File: config.mk
export PLATFORM = sky130hd
export DESIGN_NAME = drop_oldest_ring_fifo
export DESIGN_NICKNAME = d
export VERILOG_FILES = /design/src/hdl/dorf_pkg.sv /design/src/hdl/dorf_slot_ram.sv /design/src/hdl/drop_oldest_ring_fifo.sv
export SDC_FILE = /design/constraint.sdc
export NUM_CORES = 1
export LEC_CHECK = 0
export ABC_AREA = 0
export BUFFER_PORTS_ARGS = -buffer_cell sky130_fd_sc_hd__buf_2
export CORE_ASPECT_RATIO = 1.75
export CORE_MARGIN = 2
export CORE_UTILIZATION = 45
export CTS_CLUSTER_DIAMETER = 50
export DETAILED_ROUTE_END_ITERATION = 6
export SETUP_SLACK_MARGIN = 0.1
export SKIP_LAST_GASP = 1
export SLEW_MARGIN = 10
export SYNTH_ARGS = -nofsm -noshare
export SYNTH_HDL_FRONTEND = slang
export SYNTH_SLANG_ARGS = --single-unit
File: constraint.sdc
create_clock -name i_clk -period 6.9 [get_ports i_clk]
set_input_delay 0.69 -clock i_clk [delete_from_list [all_inputs] [get_ports i_clk]]
set_output_delay 0.69 -clock i_clk [all_outputs]
set_load 0.005 [all_outputs]
File: src/hdl/dorf_pkg.sv
// ----------------------------------------------------------------------------
// dorf_pkg
// Shared types, codes and helpers for the drop-oldest ring FIFO.
// ----------------------------------------------------------------------------
package dorf_pkg;

    localparam int DEPTH_DEF      = 16;
    localparam int DATA_WIDTH_DEF = 64;

    localparam int OP_W     = 2;
    localparam int WORD_W   = 64;
    localparam int STATUS_W = 3;
    localparam int CAP_W    = 5;
    localparam int DROP_W   = 32;
    localparam int CAP_RST  = 16;

    // operation codes
    localparam logic [OP_W-1:0] OP_PUSH = 2'd0;
    localparam logic [OP_W-1:0] OP_POP  = 2'd1;
    localparam logic [OP_W-1:0] OP_SHUT = 2'd2;

    // result status codes
    localparam logic [STATUS_W-1:0] STAT_PUSHED      = 3'd0;
    localparam logic [STATUS_W-1:0] STAT_PUSHED_DROP = 3'd1;
    localparam logic [STATUS_W-1:0] STAT_POPPED      = 3'd2;
    localparam logic [STATUS_W-1:0] STAT_EMPTY       = 3'd3;
    localparam logic [STATUS_W-1:0] STAT_EMPTY_SHUT  = 3'd4;

    typedef struct packed {
        logic [OP_W-1:0]   op;
        logic [WORD_W-1:0] push_data;
    } t_in;

    typedef struct packed {
        logic [STATUS_W-1:0] status;
        logic [WORD_W-1:0]   pop_data;
        logic [CAP_W-1:0]    depth;
        logic [DROP_W-1:0]   drop_total;
    } t_out;

    typedef enum logic {
        S_IDLE,
        S_POP_RD
    } t_state;

    // advance a ring index, wrapping at the capacity in use
    function automatic logic [CAP_W-1:0] bump(input logic [CAP_W-1:0] idx,
                                              input logic [CAP_W-1:0] cap);
        logic [CAP_W:0] nxt;
        nxt = {1'b0, idx} + {{CAP_W{1'b0}}, 1'b1};
        return (nxt >= {1'b0, cap}) ? '0 : nxt[CAP_W-1:0];
    endfunction

endpackage

File: src/hdl/dorf_slot_ram.sv
// ----------------------------------------------------------------------------
// dorf_slot_ram
// Slot storage: one write port, one read port, registered read data.
// ----------------------------------------------------------------------------
module dorf_slot_ram #(
    parameter int DEPTH      = dorf_pkg::DEPTH_DEF,
    parameter int DATA_WIDTH = dorf_pkg::DATA_WIDTH_DEF,
    localparam int AW        = (DEPTH > 1) ? $clog2(DEPTH) : 1
) (
    input  logic                  i_clk,
    input  logic                  i_wr_en,
    input  logic [AW-1:0]         i_wr_addr,
    input  logic [DATA_WIDTH-1:0] i_wr_data,
    input  logic [AW-1:0]         i_rd_addr,
    output logic [DATA_WIDTH-1:0] o_rd_data
);

    logic [DATA_WIDTH-1:0] r_mem [DEPTH];
    logic [DATA_WIDTH-1:0] r_rd_data;

    always_ff @(posedge i_clk) begin
        if (i_wr_en) begin
            r_mem[i_wr_addr] <= i_wr_data;
        end
    end

    always_ff @(posedge i_clk) begin
        r_rd_data <= r_mem[i_rd_addr];
    end

    assign o_rd_data = r_rd_data;

endmodule

File: src/hdl/drop_oldest_ring_fifo.sv
// ----------------------------------------------------------------------------
// drop_oldest_ring_fifo
// Ring-buffer FIFO that drops its oldest entry when a push finds it full.
// ----------------------------------------------------------------------------
// Usage:
//   Commands enter on i_in (op, push_data) when start is high and busy is
//   low. op: push, pop or shutdown request. Every command yields exactly one
//   transaction on o_result, marked by o_strobe for one cycle; the receiver
//   has no way to stall it.
//   Push, shutdown and unused ops: the result is registered and appears in
//   the cycle after acceptance; busy stays low, so one command per cycle.
//   Pop of a non-empty queue: the slot is read from the synchronous RAM at
//   the accept edge, so busy is high for one cycle and no new command is
//   taken meanwhile; the result passes the RAM read register and then the
//   output register. Empty pops answer in the cycle after acceptance.
//   APB register 0 (capacity_in_use, byte address 0) sets the slots in use
//   from pwdata[4:0]; 0 is taken as 1, values above DEPTH as DEPTH. Any
//   write empties the queue but keeps the shutdown flag and the drop total.
//   Reset empties the queue, clears shutdown and the drop total, and sets
//   the capacity to 16 (or DEPTH if smaller). No clearing pass is needed.
// ----------------------------------------------------------------------------
module drop_oldest_ring_fifo #(
    parameter int DEPTH      = dorf_pkg::DEPTH_DEF,
    parameter int DATA_WIDTH = dorf_pkg::DATA_WIDTH_DEF
) (
    input  logic               i_clk,
    input  logic               i_rst_n,
    input  logic               start,
    output logic               busy,
    input  dorf_pkg::t_in      i_in,
    output logic               o_strobe,
    output dorf_pkg::t_out     o_result,
    input  logic               psel,
    input  logic               penable,
    input  logic               pwrite,
    input  logic [2:0]         paddr,
    input  logic [31:0]        pwdata,
    output logic [31:0]        prdata,
    output logic               pready
);

    localparam int AW = (DEPTH > 1) ? $clog2(DEPTH) : 1;
    localparam int CW = dorf_pkg::CAP_W;
    localparam logic [CW-1:0] CAP_RST =
        (dorf_pkg::CAP_RST > DEPTH) ? CW'(DEPTH) : CW'(dorf_pkg::CAP_RST);

    dorf_pkg::t_state r_state, n_state;

    logic [CW-1:0]               r_capacity;
    logic [CW-1:0]               r_read_index, n_read_index;
    logic [CW-1:0]               r_write_index, n_write_index;
    logic [CW-1:0]               r_count, n_count;
    logic                        r_shut, n_shut;
    logic [dorf_pkg::DROP_W-1:0] r_drops, n_drops;
    dorf_pkg::t_out              r_out, n_out;
    logic                        r_out_vld, n_out_vld;

    logic                  accept;
    logic                  cfg_wr;
    logic [CW-1:0]         cfg_val;
    logic [CW-1:0]         cfg_cap;
    logic                  wr_en;
    logic                  pop_rd;
    logic                  full;
    logic [DATA_WIDTH-1:0] rd_data;

    assign accept = start && !busy;
    assign cfg_wr = psel && penable && pwrite && pready && (paddr[2] == 1'b0);
    assign pready = 1'b1;
    assign prdata = (paddr[2] == 1'b0) ? {{(32-CW){1'b0}}, r_capacity} : '0;

    // clamp the written capacity into 1..DEPTH
    assign cfg_val = pwdata[CW-1:0];
    always_comb begin
        cfg_cap = cfg_val;
        if (cfg_val == '0) begin
            cfg_cap = {{(CW-1){1'b0}}, 1'b1};
        end else if ({{(32-CW){1'b0}}, cfg_val} > 32'(DEPTH)) begin
            cfg_cap = CW'(DEPTH);
        end
    end

    assign full = (r_count >= r_capacity);

    dorf_slot_ram #(
        .DEPTH      (DEPTH),
        .DATA_WIDTH (DATA_WIDTH)
    ) u_ram (
        .i_clk     (i_clk),
        .i_wr_en   (wr_en),
        .i_wr_addr (AW'(r_write_index)),
        .i_wr_data (i_in.push_data[DATA_WIDTH-1:0]),
        .i_rd_addr (AW'(r_read_index)),
        .o_rd_data (rd_data)
    );

    // next state
    always_comb begin
        n_state = r_state;
        case (r_state)
            dorf_pkg::S_IDLE: begin
                if (pop_rd) begin
                    n_state = dorf_pkg::S_POP_RD;
                end
            end
            dorf_pkg::S_POP_RD: begin
                n_state = dorf_pkg::S_IDLE;
            end
            default: begin
                n_state = dorf_pkg::S_IDLE;
            end
        endcase
    end

    // state outputs
    always_comb begin
        busy = 1'b0;
        case (r_state)
            dorf_pkg::S_IDLE:   busy = 1'b0;
            dorf_pkg::S_POP_RD: busy = 1'b1;
            default:            busy = 1'b0;
        endcase
    end

    // command datapath
    always_comb begin
        n_read_index  = r_read_index;
        n_write_index = r_write_index;
        n_count       = r_count;
        n_shut        = r_shut;
        n_drops       = r_drops;
        n_out         = r_out;
        n_out_vld     = 1'b0;
        wr_en         = 1'b0;
        pop_rd        = 1'b0;

        if (r_state == dorf_pkg::S_POP_RD) begin
            // read data is back from the RAM; status fields were set at accept
            n_out.pop_data = dorf_pkg::WORD_W'(rd_data);
            n_out_vld      = 1'b1;
        end else if (accept) begin
            n_out.status   = dorf_pkg::STAT_EMPTY;
            n_out.pop_data = '0;
            n_out_vld      = 1'b1;
            case (i_in.op)
                dorf_pkg::OP_PUSH: begin
                    wr_en         = 1'b1;
                    n_write_index = dorf_pkg::bump(r_write_index, r_capacity);
                    if (full) begin
                        n_read_index = dorf_pkg::bump(r_read_index, r_capacity);
                        n_drops      = r_drops + 1'b1;
                        n_out.status = dorf_pkg::STAT_PUSHED_DROP;
                    end else begin
                        n_count      = r_count + 1'b1;
                        n_out.status = dorf_pkg::STAT_PUSHED;
                    end
                end
                dorf_pkg::OP_POP: begin
                    if (r_count != '0) begin
                        pop_rd       = 1'b1;
                        n_read_index = dorf_pkg::bump(r_read_index, r_capacity);
                        n_count      = r_count - 1'b1;
                        n_out.status = dorf_pkg::STAT_POPPED;
                        n_out_vld    = 1'b0;
                    end else begin
                        n_out.status = r_shut ? dorf_pkg::STAT_EMPTY_SHUT
                                              : dorf_pkg::STAT_EMPTY;
                    end
                end
                dorf_pkg::OP_SHUT: begin
                    n_shut       = 1'b1;
                    n_out.status = dorf_pkg::STAT_EMPTY_SHUT;
                end
                default: begin
                    n_out.status = dorf_pkg::STAT_EMPTY;
                end
            endcase
            n_out.depth      = n_count;
            n_out.drop_total = n_drops;
        end

        if (cfg_wr) begin
            n_read_index  = '0;
            n_write_index = '0;
            n_count       = '0;
        end
    end

    always_ff @(posedge i_clk) begin
        if (!i_rst_n) begin
            r_state       <= dorf_pkg::S_IDLE;
            r_capacity    <= CAP_RST;
            r_read_index  <= '0;
            r_write_index <= '0;
            r_count       <= '0;
            r_shut        <= 1'b0;
            r_drops       <= '0;
            r_out_vld     <= 1'b0;
        end else begin
            r_state       <= n_state;
            r_read_index  <= n_read_index;
            r_write_index <= n_write_index;
            r_count       <= n_count;
            r_shut        <= n_shut;
            r_drops       <= n_drops;
            r_out_vld     <= n_out_vld;
            if (cfg_wr) begin
                r_capacity <= cfg_cap;
            end
        end
    end

    always_ff @(posedge i_clk) begin
        r_out <= n_out;
    end

    assign o_strobe = r_out_vld;
    assign o_result = r_out;

endmodule
After elaboration in Yosys (flattened, before gate mapping)
Memories as Yosys holds them, arrays and structs flattened. A register that Yosys moved wholly into a read port is not among the register bits.
Cells that the tools add are included.
{ "op_classes": {"addsub": 5, "magnitude_cmp": 4, "eq_ne": 4, "mux": 35, "bitwise": 3, "n_reduce_logical": 15} }
{ "ops": {"columns": ["operator", "count"], "rows": [
  ["$mux 101", 1],
  ["$mux 32", 2],
  ["$mux 64", 1],
  ["$mux 5", 9],
  ["$add 32x1->32 const B", 1],
  ["$pmux 5 s2", 2],
  ["$mux 1", 15],
  ["$add 5x1->6 const B", 2],
  ["$ge 6x5->1", 2],
  ["$pmux 3 s3", 1],
  ["$mux 3", 2],
  ["$reduce_and 3->1", 2],
  ["$add 5x1->5 const B", 1],
  ["$ge 5x5->1", 1],
  ["$gt 5x5->1 const B", 1],
  ["$logic_not 5->1", 1],
  ["$reduce_and 5->1", 1],
  ["$reduce_bool 5->1", 1],
  ["$sub 5x1->5 const B", 1],
  ["$logic_and 1x1->1", 4],
  ["$ne 2x2->1 const B", 2],
  ["$pmux 1 s2", 2],
  ["$reduce_bool 2->1", 2],
  ["$not 1->1", 3],
  ["other kinds (6)", 6]
]} }
{ "totals": {"register_bits": 159, "ram_bits": 1024, "in_bits": 107, "wordCells": 79, "n_memories": 1} }
{ "mem_list": {"columns": ["name", "depth", "word_bits", "read_ports", "rd_clocked_by_memory_dff", "write_ports", "line_no", "source"], "rows": [
  ["u_ram.r_mem", 16, 64, 1, 1, 1, "dorf_slot_ram.sv:18", "logic [DATA_WIDTH-1:0] r_mem [DEPTH];"]
]} }

Depth between registers and ports, before layout
Gate-level depths: netlist of the first run.
{ "depth": {"depth_word": 8, "mapped_depth": 11, "depth_no_buf": 9} }

Modules after synthesis
From an unflattened synthesis of the first run, not the netlist that was laid out.
{ "unflattened": {"hier_cells": 2332, "area_unflattened_um2": 47190.3} }
{ "by_module_without_submodules": {"columns": ["module", "instances", "cells_each", "area_each_um2", "seq_area_each_um2"], "rows": [
  ["dorf_slot_ram", 1, 1647, 39581.7, 32030.7],
  ["drop_oldest_ring_fifo", 1, 685, 7608.5, 4224.1]
]} }

Worst setup path after synthesis of the first run
OpenSTA, ideal clock, no wires.
{ "synth_timing": {"path_type": "input to register", "from": "in i_in[65] in the netlist's numbering", "to": "mem u_ram.r_mem[0][0] in the netlist's numbering (enable)", "t_arrival_ns": 5.763, "t_required_ns": 6.336, "path_slack_ns": 0.572, "stages": 3, "path_cell_list": "nor4b_2 > nand2_1 > nor3_1"} }
{ "synth_via": {"elab_chain_len": 6} }
{ "synth_lines": {"columns": ["element", "line_no", "source"], "rows": [
  ["start: declaration", "drop_oldest_ring_fifo.sv:30", "input dorf_pkg::t_in i_in,"],
  ["$logic_not 2->1", "drop_oldest_ring_fifo.sv:145", "case (i_in.op)"],
  ["$mux 1", "drop_oldest_ring_fifo.sv:145", null],
  ["$mux 1", "drop_oldest_ring_fifo.sv:141", "end else if (accept) begin"],
  ["$mux 1", "drop_oldest_ring_fifo.sv:137", "if (r_state == dorf_pkg::S_POP_RD) begin"],
  ["$mux 1", "dorf_slot_ram.sv:22", "if (i_wr_en) begin"],
  ["$mux 1 (implied by the code)", "dorf_slot_ram.sv:23", "r_mem[i_wr_addr] <= i_wr_data;"],
  ["end: declaration", "dorf_slot_ram.sv:18", null]
]} }
Every way passes these cells.

Worst setup path after layout of the first run
{ "layout_timing": {"from": "reg r_state", "to": "reg r_count[3]"} }
{ "layout_via": {"elab_chain_len": 5} }
{ "layout_lines": {"columns": ["element", "line_no", "source"], "rows": [
  ["start: declaration", "drop_oldest_ring_fifo.sv:47", "dorf_pkg::t_state r_state, n_state;"],
  ["start signal: assignment", "drop_oldest_ring_fifo.sv:191", "r_state <= dorf_pkg::S_IDLE;"],
  ["start signal: assignment", "drop_oldest_ring_fifo.sv:200", "r_state <= n_state;"],
  ["$not 1->1", null, null],
  ["$pmux 1 s2", "drop_oldest_ring_fifo.sv:118", "case (r_state)"],
  ["$logic_not 1->1", "drop_oldest_ring_fifo.sv:67", "assign accept = start && !busy;"],
  ["$logic_and 1x1->1", "drop_oldest_ring_fifo.sv:67", null],
  ["$reduce_and 2->1 (no source line) *", null, null],
  ["end signal: assignment", "drop_oldest_ring_fifo.sv:203", "r_count <= n_count;"],
  ["end: declaration", "drop_oldest_ring_fifo.sv:52", "logic [CW-1:0] r_count, n_count;"]
]} }
Every way passes the cells marked *; elsewhere a longest branch is shown, timed or not.
A chain may end at the register's enable or synchronous reset.

==> metrics.yaml, run 1 <==
outcome: "complete, no violations"
cp_max_fo: 69
drive_above_1_share_pct: 29.9
yosysUniqueCellTypes: 60
die_h_um: 433
synth_ff_type: "edfxtp_1"
yosys_warnings: 0
hpwl_mm: 53.1
r2r-end: "r_count[3]"
post-route-util_pct: 51.2
numCtsBuffers: 110
rsz0062_at_grt: "false"
ys_seq_area_share_pct: 76.6
hold_violations: 0
fin_area_um2: 53500
max_freq_mhz: 267
cts.hold.buffers_added: 0
power.density_nw_per_um2: 280
synthArstFlopShare_pct: 0
rows: 157
drt_iter0_markers: 1776
cts_setup_buffers: 0
cts_max_level: 3
setup_viol: 0
path_class: "flip-flop to flip-flop"
endpoint_kind: "flip-flop"
clock_latency_ps: 730
antenna_found_initial: 22
routed_via_density: 5.73
yosys-top-cells-area: "edfxtp_1 (72%), mux4_2 (15%), dfxtp_1 (5.0%), and2_1 (0.90%), ha_1 (0.61%)"
layout_worst_path_cycle_share_pct: 54.3
overflow: 0
drt-total-wl_mm: 103
final_cell_mix: "edfxtp_1 (1128), mux4_2 (320), buf_2 (188), dfxtp_1 (114), clkbuf_16 (111)"
p_comb_share_pct: 3.5
p_leak_nw: 16.9
finalSetupTns_ps: 0
pre_cts_ws_ps: 2940
fin_ws_ps: 3150
layout_commonest_cell: "edfxtp_1"
grt_max_degree: 150
core-area_um2: 105000
ios: 246
cts_resized: 0
drc: 0
critPathArrivalTime_ps: 4340
tightest_slew_ps: 1220
grt_pass1_wl_mm: 153
worst_slew_margin_rel_pct: 18.9
cts_tree: "yes"
drv_slew: 0
clk_pin_slew_ps: 70
grt_pass1_vias: 23659
min_path_type: "primary input to flip-flop"
yosys.area.top_type_share_pct: 71.6
drt_pre_antenna_iters: 7
finClkSkew_ps: 29.7
rr_startpoint: "r_state"
vias: 22315
worstHoldPathCells: 3
p_seq_share_pct: 55.8
met2_usage_pct: 34.3
post_dp_cell_area_um2: 49900
clock-sinks: 1247
swShare_pct: 21.0
use_met1_pct: 24.4
clk_path_buf_depth: 3
clkPwrFrac_pct: 40.7
ir_drop_mv: 0.187
synthToLayoutAreaGrowth_pct: 13.1
hold_start: "pwdata[3]"
floorplan.initialDensity_pct: 45.3
synth_top_cell_by_area: "edfxtp_1"
hold_slack_ps: 177
met3_usage_pct: 3.65
die_area_um2: 108000
synth_area_um2: 47300
ant_nets: 0
gp_congestion: 0.835
globalRoute.busiestLayer: "met2"
syn_avg_cell_area_um2: 21.4
period_needed_ps: 3750
reg2reg_depth: 8
port_buffers: 188
hold_end: "r_capacity[3]"
grt.total_usage_pct: 19.3
timing.reg2reg.setup_slack_ps: 3150
wl_per_cell_um: 26.5
netlist_instances: 2211
internal-power_mw: 11.8
setup.worst_path.start_class: "flip-flop"
dieWidth_um: 249
maxCapViolations: 0
fin_nets: 2575
synth-edff-count: 1128
p_switching_mw: 3.16
root_buffer: "clkbuf_16"
ys_ff_latch: 1247
required_ps: 7490
[Yosys cell counts (23+ instances only)]
master,instances
nand3_1,31
and2_1,68
clkbuf_1,73
dfxtp_1,119
mux4_2,320
edfxtp_1,1128
nand2_1,41
buf_2,27
nor2_1,39
a21oi_1,39
nor3_1,32
ha_1,23
xor2_1,24
buf_4,28
[worst max-delay path, stage by stage, from the launching register on]
cell and delay (ps):
dfxtp_4 350, buf_4 740, nand2b_1 590, clkinv_1 890, buf_4 530, nand2_1 150
nor2_1 70, a22oi_1 170, a31oi_1 110
[worst max-delay path by stage]
stage / startpoint / endpoint / slack (ps) / cells past startpoint
detailed placement: i_in[65] / u_ram.r_mem[0][29] / 2940 / 6
finish: r_state / r_count[3] / 3150 / 8
global route: r_state / r_count[3] / 2870 / 8
CTS: r_state / r_count[3] / 3050 / 8
floorplan: i_in[65] / u_ram.r_mem[0][0] / 570 / 3
global placement: i_in[65] / u_ram.r_mem[3][12] / 3070 / 6
[power groups by stage]
stage	clock, mW	sequential (mW)	combinational (mW)
finish	6.11	8.37	0.532
global route	6.53	8.37	0.582
CTS	6.25	8.37	0.542
detailed placement	0	8.53	0.540
global placement	0	8.53	0.520
floorplan	0	8.50	0.349
[area by class of cell]
class / instances / area, µm²
flip-flops and latches: 1247 / 36300
inverters: 15 / 56.3
clock inverters: 68 / 671
diodes: 1 / 2.50
multi-input cells: 838 / 10600
repair buffers: 233 / 1340
clock buffers: 141 / 2910
fillers: 8278 / 51000
well taps: 1351 / 1690
[per-stage QoR]
| stage | std cells | power [mW] |
|---|---|---|
| 6_report | 3894 | 15.0 |
| 5_1_grt | 3894 | 15.5 |
| 4_1_cts | 3893 | 15.2 |
| 3_5_place_dp | 3684 | 9.07 |
| 3_3_place_gp | 3684 | 9.05 |
| 2_1_floorplan | 2237 | 8.85 |
[layer usage]
metal	wire, µm	part of all wire, %
met1	41400	40
met2	54200	52
met3	5740	5.6
met4	1910	1.8
met5	169	0.16
[state kept, by name, indices dropped and copies added, names as in the netlist]
signal and count:
o_result 104, o_strobe 1, r_capacity 5, r_count 5, r_drops 32, r_read_index 5
r_shut 1, r_state 1, r_write_index 5, u_ram.o_rd_data 64, u_ram.r_mem 1024
[logic make-up after synthesis]
logic type                 synth area share [%]
DFF                                        76.6
buffers and inverters                      1.50
muxes                                      15.3
xor gates and xnor gates                  0.722
AOI/OAI and AO/OA                          1.71
other                                    0.0159
adders and majority gates                 0.608
and+or+nand+nor                            3.52
(Power assumes the default switching activity.)
==> run 2: changes to the inputs <==
==> constraint.sdc (replaced) <==
create_clock -name i_clk -period 3.15 [get_ports i_clk]
set_input_delay 0.315 -clock i_clk [delete_from_list [all_inputs] [get_ports i_clk]]
set_output_delay 0.315 -clock i_clk [all_outputs]
set_load 0.005 [all_outputs]
==> metrics.yaml, run 2 (synthesis results as in run 1) <==
clkPwrFrac_pct: 40.8  # about the same
post_dp_cell_area_um2: 50700  # +1.5%
wl_per_cell_um: 26.1  # -1.7%
hold_violations: 0  # unchanged
cp_top_family: "compound AO/OA/AOI/OAI gates"
period_needed_ps: 2690  # -1060 ps
port_buffers: 188  # unchanged
clock_latency_ps: 740  # about the same
die_h_um: 433  # unchanged
drive_above_1_share_pct: 29.5  # -0.44 points
overflow: 0  # unchanged
floorplan.initialDensity_pct: 45.3  # unchanged
multi_input_area_um2: 10600  # +0.39%
internal-power_mw: 26.3  # +120%
reg2reg_depth: 7  # -1
fin_nets: 2679  # +4.0%
drc: 0  # unchanged
synthToLayoutAreaGrowth_pct: 16.4
rsz0062_at_grt: "false"
critPathArrivalTime_ps: 3340  # -1000 ps
endpoint_kind: "flip-flop"
power.density_nw_per_um2: 601  # +110%
tightest_slew_ps: 1060  # -153 ps
post-route-util_pct: 52.7  # +1.5 points
p_seq_share_pct: 55.2  # -0.6 points
dieWidth_um: 249  # unchanged
worst_slew_margin_rel_pct: 29.1  # +10 points
hold_slack_ps: 74.6  # -103 ps
clock-sinks: 1247  # unchanged
cp_cell_sequence: "ha_1 > a21oi_1 > o21ai_1 > a21oi_4 > buf_4 > o21ai_0 > a21oi_1"
layout_commonest_cell: "edfxtp_1"
max_freq_mhz: 372  # +39%
setup_viol: 0  # unchanged
die_area_um2: 108000  # unchanged
drt_pre_antenna_iters: 5  # -2
ir_drop_mv: 0.490  # +160%
grt_pass1_vias: 24265  # +2.6%
setup.worst_path.start_class: "flip-flop"
swShare_pct: 20.5  # -0.50 points
pre_cts_ws_ps: 240  # -2700 ps
p_switching_mw: 6.80  # +120%
outcome: "complete, no violations"
hpwl_mm: 54.4  # +2.5%
fillers: 8129  # -1.8%
finalSetupTns_ps: 0  # unchanged
crit_top_cell: "a21oi_1"
ios: 246  # unchanged
drv_slew: 0  # unchanged
required_ps: 3800  # -3690 ps
cpMaxStageDelayCell: "dfxtp_1"
seq_area_um2: 36300  # unchanged
fin_area_um2: 55100  # +2.9%
p_comb_share_pct: 4.0  # +0.5 points
cts_setup_buffers: 0  # unchanged
gp_congestion: 0.837  # +0.34%
fin_ws_ps: 461  # -2690 ps
worstHoldPathCells: 4  # +1
rows: 157  # unchanged
regMostFlops: "u_ram.r_mem"
cts_tree: "yes"
slowest_delay_ps: 630  # -260 ps
drt_iter0_markers: 1977  # +11%
p_leak_nw: 17.5  # +3.5%
min_path_type: "primary input to flip-flop"
finClkSkew_ps: 33.2  # +3.47 ps
cp.depth: 7  # -1
maxCapViolations: 0  # unchanged
vias: 22834  # +2.3%
layout_worst_path_cycle_share_pct: 85.4  # +31 points
grt.total_usage_pct: 19.6  # +0.24 points
cts_max_level: 3  # unchanged
root_buffer: "clkbuf_16"
path_class: "flip-flop to flip-flop"
drt-total-wl_mm: 104  # +0.90%
routed_via_density: 5.71  # -0.31%
grt_pass1_wl_mm: 155  # +1.5%
ant_nets: 0  # unchanged
clk_pin_slew_ps: 70  # about the same
clk_path_buf_depth: 3  # unchanged
cp_num_buf_inv: 1  # -2
antenna_found_initial: 7  # -68%
final_cell_mix: "edfxtp_1 (1128), mux4_2 (320), buf_2 (188), dfxtp_1 (114), clkbuf_16 (109)"
core-area_um2: 105000  # unchanged
grt_max_degree: 109  # -27%
numCtsBuffers: 109  # -0.91%
cp_max_fo: 26  # -62%
largest_reg_flops: 1024  # unchanged
run 2: cell types whose count changed in the layout (fill, tap and decap cells not counted), moves of 5 or more:
cell | before | now
buf_12 | 5 | 44
buf_4 | 40 | 30
clkbuf_8 | 2 | 12
clkinv_1 | 11 | 16
clkinv_4 | 9 | 2
clkinvlp_4 | 10 | 3
dlygate4sd3_1 | 0 | 76
run 2: cell type report:
| class | instances | area share, % |
|---|---|---|
| flip-flops and latches | 1247 | 65.8 |
| repair buffers | 338 | 5.10 |
| clock buffers | 151 | 5.46 |
| multi-input cells | 838 | 19.3 |
| inverters | 15 | 0.102 |
| diodes | 2 | 0.00908 |
| clock inverters | 55 | 1.14 |
| well taps | 1351 | 3.07 |
run 2: worst reg2reg max path, delay by kind of cell, from the launching register on:
kind            cells  cell delay, ps
compound gates      5            1330
flops               1             630
buf+inv             1             290
fa+ha+maj           1             350
run 2: path summary, 6_finish.rpt:
kind | to | slack, ps | from
max | r_drops[8] | 460 | r_count[2]
min | r_capacity[4] | 70 | penable
max reg2reg | r_drops[8] | 460 | r_count[2]
min reg2reg | r_drops[31] | 500 | r_drops[31]
run 2: metal layers:
metal  track usage, %  wire [µm]
met1             25.3      42400
met2             34.6      54600
met3             2.84       5010
met4             5.44       2120
met5                0         50
run 2: power by group through the flow:
stage	registers, mW	clock network [mW]	logic (mW)
after floorplan	18.6	0	0.766
after global routing	18.3	14.4	1.44
after detailed placement	18.6	0	1.25
after CTS	18.3	13.8	1.34
final	18.3	13.5	1.32
after global placement	18.6	0	1.22
run 2: what timing repair did:
action / 4_1_cts / 5_1_grt
hold buffers: 76 / 0
gates resized for setup: 0 / 1
hold endpoints to repair: 1033 / 0
endpoints found under the setup margin: 0 / 6
run 2: stage by stage:
stage,cells,power (mW)
6_report,3997,33.1
3_5_place_dp,3713,19.9
2_1_floorplan,2237,19.4
4_1_cts,3995,33.5
3_3_place_gp,3713,19.9
5_1_grt,3996,34.2
